<file path="config.mk">
export PLATFORM = sky130hd
export DESIGN_NAME = crr_sqrt
export DESIGN_NICKNAME = d
export VERILOG_FILES = /design/src/design/crr_pkg.sv /design/src/design/crr_sqrt.sv
export SDC_FILE = /design/constraint.sdc
export NUM_CORES = 2
export LEC_CHECK = 0
export BUFFER_PORTS_ARGS = -buffer_cell sky130_fd_sc_hd__buf_2
export CORE_ASPECT_RATIO = 0.7
export CORE_MARGIN = 2
export CORE_UTILIZATION = 65
export DETAILED_ROUTE_END_ITERATION = 7
export HOLD_SLACK_MARGIN = 0.03
export PLACE_DENSITY = 0.82
export SLEW_MARGIN = 0
export SYNTH_ARGS = -nofsm -noshare
export SYNTH_HDL_FRONTEND = slang
export SYNTH_SLANG_ARGS = --single-unit
</file>
<file path="constraint.sdc">
create_clock -name clk -period 9.8 [get_ports clk]
set_clock_uncertainty 0.1 [all_clocks]
set_input_delay 0.49 -clock clk [delete_from_list [all_inputs] [get_ports clk]]
set_output_delay 0.49 -clock clk [all_outputs]
set_load 0.01 [all_outputs]
</file>
<file path="src/design/crr_pkg.sv">
// shared types and widths for the circumcircle radius pipeline
`default_nettype none
package crr_pkg;

  localparam int IN_W        = 19;   // one coordinate, signed
  localparam int DIF_W       = 21;   // twice a coordinate difference
  localparam int PSQ_W       = 38;   // square of one coordinate
  localparam int SQ_W        = 39;   // sum and difference of squares
  localparam int DET_W       = 43;   // determinant, signed
  localparam int DEN_W       = 42;   // determinant magnitude
  localparam int NUM_W       = 60;   // centre numerators, signed, and their magnitudes
  localparam int CX_W        = 61;   // signed centre coordinate
  localparam int DX_W        = 62;   // centre minus first point
  localparam int RAD_W       = 21;
  localparam int IN_TDATA_W  = 120;
  localparam int OUT_TDATA_W = 24;

  typedef logic signed [IN_W-1:0] coord_t;

  // travels alongside the two quotients through the divider
  typedef struct packed {
    coord_t x1;
    coord_t y1;
    logic   neg_x;
    logic   neg_y;
    logic   deg;
  } div_tag_t;

  // travels alongside the root through the square root unit
  typedef struct packed {
    logic far;
    logic deg;
    logic cright;
  } sq_tag_t;

endpackage
`default_nettype wire

</file>
<file path="src/design/crr_sqrt.sv">
// pipelined integer square root, one root bit a stage, floor result
`default_nettype none
module crr_sqrt #(
  parameter int SW = 44
) (
  input  wire logic              clk,
  input  wire logic              rst_n,
  input  wire logic              en,
  input  wire logic              in_valid,
  input  wire logic [SW-1:0]     value,
  input  wire crr_pkg::sq_tag_t  in_tag,
  output logic                   out_valid,
  output logic [SW/2-1:0]        root,
  output crr_pkg::sq_tag_t       out_tag
);
  import crr_pkg::*;

  localparam int RW = SW / 2;

  logic [RW-1:0] vld_r;
  logic [RW:0]   rem_r  [RW];
  logic [RW-1:0] root_r [RW];
  logic [SW-1:0] val_r  [RW];
  sq_tag_t       tag_r  [RW];

  for (genvar i = 0; i < RW; i++) begin : g_stage
    logic          v_in;
    logic [RW:0]   r_in;
    logic [RW-1:0] q_in;
    logic [SW-1:0] s_in;
    sq_tag_t       t_in;
    logic [RW+2:0] cand, trial, diff;
    logic          ge;

    if (i == 0) begin : g_first
      assign v_in = in_valid;
      assign r_in = '0;
      assign q_in = '0;
      assign s_in = value;
      assign t_in = in_tag;
    end else begin : g_next
      assign v_in = vld_r[i-1];
      assign r_in = rem_r[i-1];
      assign q_in = root_r[i-1];
      assign s_in = val_r[i-1];
      assign t_in = tag_r[i-1];
    end

    assign cand  = {r_in, s_in[SW-1:SW-2]};
    assign trial = {1'b0, q_in, 2'b01};
    assign diff  = cand - trial;
    assign ge    = cand >= trial;

    always_ff @(posedge clk) begin
      if (!rst_n) begin
        vld_r[i] <= 1'b0;
      end else if (en) begin
        vld_r[i] <= v_in;
      end
    end

    always_ff @(posedge clk) begin
      if (en) begin
        rem_r[i]  <= ge ? diff[RW:0] : cand[RW:0];
        root_r[i] <= {q_in[RW-2:0], ge};
        val_r[i]  <= {s_in[SW-3:0], 2'b00};
        tag_r[i]  <= t_in;
      end
    end
  end

  assign out_valid = vld_r[RW-1];
  assign root      = root_r[RW-1];
  assign out_tag   = tag_r[RW-1];

endmodule
`default_nettype wire

</file>
# After elaboration in Yosys (flattened, before gate mapping)
# Memory sizes are Yosys's and may differ from the RTL's.
# Index checks and enable logic that the tools add are counted.
# classes
n_mux	24
addsub	22
n_lt_le_gt_ge	22
# op_table
op	count
$ge A25 B24 Y1	21
$mux W23	22
$sub A23 B23 Y23	21
$sub A2 B1 Y3 const B	1
$ge A2 B1 Y1 const B	1
$mux W1	2
# totals
register_bits	22
ramBits	1980
wordCells	94
in_bits	51
mem_count	4
output_inout_bits	26
# mem_list
name	words	word_bits	rd	rd_ports_with_merged_regs	wr	line	text
val_r	22	42	21	0	22	crr_sqrt.sv:23	logic [SW-1:0] val_r [RW];
rem_r	22	23	21	0	22	crr_sqrt.sv:21	logic [RW:0] rem_r [RW];
root_r	22	22	22	0	22	crr_sqrt.sv:22	logic [RW-1:0] root_r [RW];
tag_r	22	3	22	0	22	crr_sqrt.sv:24	sq_tag_t tag_r [RW];

# Logic depth before layout (Yosys ltp)
# An unclocked memory read counts as a cell.
# depth
ltp_word	3
ltp_mapped	13
depth_no_buf	10

# Least setup slack after synthesis
# No wires, ideal clock.
# synth_path
path_kind	register -> register
start	mem rem_r[2][27] in the netlist's numbering
end	mem rem_r[2][66] in the netlist's numbering, data pin
stages_incl_launch_ff	11
setup_ns	0.260
t_arrival_ns	2.775
synth_period_minus_slack_ns	3.135
path_buffers	2
required_time_ns	9.440
setup_slack_ns	6.665
path_cell_list	edfxtp_1 > ha_1 > a21o_1 > a21o_1 > a221oi_1 > nor3b_1 > o21ba_2 > clkbuf_1 > buf_2 > nor2_1 > mux2_2
# synth_lines
item	line
start, declared	crr_sqrt.sv:21

==> results_dict.tcl <==
set metrics [dict create \
    grt_usage_pct 26.0 \
    synth_adder_area_share_pct 5.98 \
    synth.most_common_cell "edfxtp_1" \
    ios 77 \
    crit_path_end_kind "flip-flop" \
    clk_pin_slew_worst_paths_ps 70 \
    antenna_found_initial 2 \
    avgViaCountPerCell 6.12 \
    reg2regPathDepth 8 \
    synth-simple-area-share_pct 9.71 \
    die_y_um 253 \
    cts_sinks 1257 \
    peakVddDrop_mv 0.248 \
    ys.warnings.count 0 \
    powerDensity_nw_per_um2 224 \
    pre_cts_slack_ps 6020 \
    place.gp.congestion 0.938 \
    drc_errors 1 \
    gr-total-overflow 0 \
    hold_ws_ps 153 \
    syn_area_sq_um 57700 \
    synth-async-reset-ratio_pct 0 \
    worstPathRequired_ps 10150 \
    core-area_sq_um 88000 \
    slew_headroom_pct 25.6 \
    worstMarginPinSlew_ps 1110 \
    cts_setup_buffers 0 \
    cts_hold_buffers 51 \
    fin_ws_ps 5840 \
    hold_path.class "input pin to flip-flop" \
    initial_core_util_pct 65.6 \
    synth_mux_area_share_pct 1.61 \
    grt_pass1_vias 34000 \
    worstSkewPairLatency_ps 730 \
    antennaDiodeCount 0 \
    min_delay_path_depth 1 \
    synth_edf_count 1235 \
    wl_um 119000 \
    syn_nets 4729 \
    synthTopCellsByCount "edfxtp_1 (1,235), inv_1 (338), nor2_1 (279)" \
    grt_max_degree 188 \
    port_buffers 76 \
    violations "design-rule violations" \
    final.setup.tns_ps 0 \
    synth_ff_type "edfxtp_1" \
    fillCellCount 5398 \
    placementRows 91 \
    dp.final_hpwl_um 77000 \
    max-cap-violations 0 \
    synthXorXnorAreaFrac_pct 5.16 \
    synth-seq-area-share_pct 65.0 \
    synth.avg_cell_area_sq_um 13.1 \
    final_antenna_net_count 0 \
    synth_area_leader_cell "edfxtp_1" \
    cts_buffer_depth 3 \
    critPathArrivalTime_ps 4320 \
    startpoint_type "flip-flop" \
    layout_min_cycle_time_ps 3960 \
    crit_type "flip-flop to flip-flop" \
    ys_top_cells_by_area "edfxtp_1 (64%), ha_1 (6.0%), xnor2_1 (2.8%)" \
    layout-drive-gt1-share_pct 7.62 \
    die_w_um 360 \
    cts_root_buffer "clkbuf_16" \
    max_freq_mhz 252 \
    die_area_sq_um 91300 \
    rsz0062_at_grt "false" \
    first_iter_violations 4346 \
    tritoncts "done" \
    ys_ff_latch 1257 \
    hold_viol_final 0 \
    area_growth_pct 10.9 \
    grt_pass1_wl_um 187000 \
    report.final.slew_viol_count 0 \
    status "finished with violations" \
    crit_fanout 33 \
    h-tree-depth 3 \
    ys_types 86 \
    post-route-period-util_pct 40.5 \
    synth-compound-area-share_pct 9.64 \
    nets 4901 \
    numCtsBuffers 114 \
    post_cts_resized 0 \
    synth_top_area_share_pct 64.2 \
    p_leak_nw 24.4 \
    wl_per_cell_um 20.4 \
    synth_top_family_by_area "simple AND/OR/NAND/NOR gates" \
    finalSetupViolations 0 \
    vias 35700 \
    synthCells 4402 \
    first_pass_iters 8 \
]
final cells by class:
class | count | area [sq um] | area share (%)
Sequential cell | 1257 | 37500 | 58.6
Inverter | 350 | 1310 | 2.05
Timing Repair Buffer | 151 | 1140 | 1.77
Tap cell | 1162 | 1450 | 2.27
Multi-Input combinational cell | 2700 | 18600 | 29.0
Clock inverter | 84 | 1150 | 1.79
Clock buffer | 128 | 2910 | 4.54
cell families after synthesis:
| kind of cell | count (synthesis) |
|---|---|
| muxes | 87 |
| adders and majority gates | 276 |
| AOI/OAI and AO/OA | 878 |
| other | 1 |
| xor gates and xnor gates | 340 |
| DFF | 1257 |
| and+or+nand+nor | 1118 |
| buffers and inverters | 445 |
sequential cells by signal, summed over array words and instances, names as in the netlist:
signal        count
out_valid         1
tag_r            66
root_r          253
g_stage.v_in     21
val_r           462
rem_r           454
routing by layer:
| layer | part of all wire (%) | track usage, % |
|---|---|---|
| met1 | 45 | 38.3 |
| met3 | 8.8 | 6.33 |
| met4 | 2.2 | 6.83 |
| met2 | 44 | 39.1 |
| met5 | 0 | 0 |
power breakdown:
part	leakage (nW)	switching [mW]	internal, mW
combinational	10.4	1.48	1.01
sequential	12.0	0.371	6.66
clock	1.97	2.06	2.76
path summary, 6_finish.rpt:
check	startpoint	to	slack [ps]
max	rem_r[2][27]$_DFFE_PP_	rem_r[2][65]$_DFFE_PP_	5840
min	en	tag_r[0][9]$_DFFE_PP_	150
max reg2reg	rem_r[2][27]$_DFFE_PP_	rem_r[2][65]$_DFFE_PP_	5840
min reg2reg	val_r[1][236]$_DFFE_PP_	val_r[1][280]$_DFFE_PP_	300
cells in the final DEF, fill, tap and decap left out, drive strengths merged, types with 76 or more instances in the layout:
master / Yosys / routed
a21o: 76 / 76
a21oi: 259 / 259
buf: 13 / 100
clkbuf: 82 / 128
edfxtp: 1235 / 1235
ha: 276 / 276
inv: 350 / 354
nand2: 266 / 266
nor2: 279 / 279
nor3: 112 / 112
o21a: 76 / 76
o21ai: 214 / 214
xnor2: 182 / 182
xor2: 158 / 158
worst max-delay path, cell delays in order, from the launching register on:
cell and delay (ps):
edfxtp_1 400, ha_1 410, a21o_1 250, a21o_1 200, a221oi_1 770, nor3b_1 320
o21ba_2 720, inv_2 150, mux2_1 350
stage by stage:
step | std cells | util [%] | instance area, sq um | power, mW
global route | 5832 | 72.8 | 64000 | 14.9
floorplan | 4402 | - | 57700 | 8.74
global placement | 5569 | 67.6 | 59500 | 9.41
CTS | 5832 | 72.8 | 64000 | 14.4
detailed placement | 5569 | 67.6 | 59500 | 9.51
finish | 5832 | 72.8 | 64000 | 14.3
(Power assumes the default switching activity.)
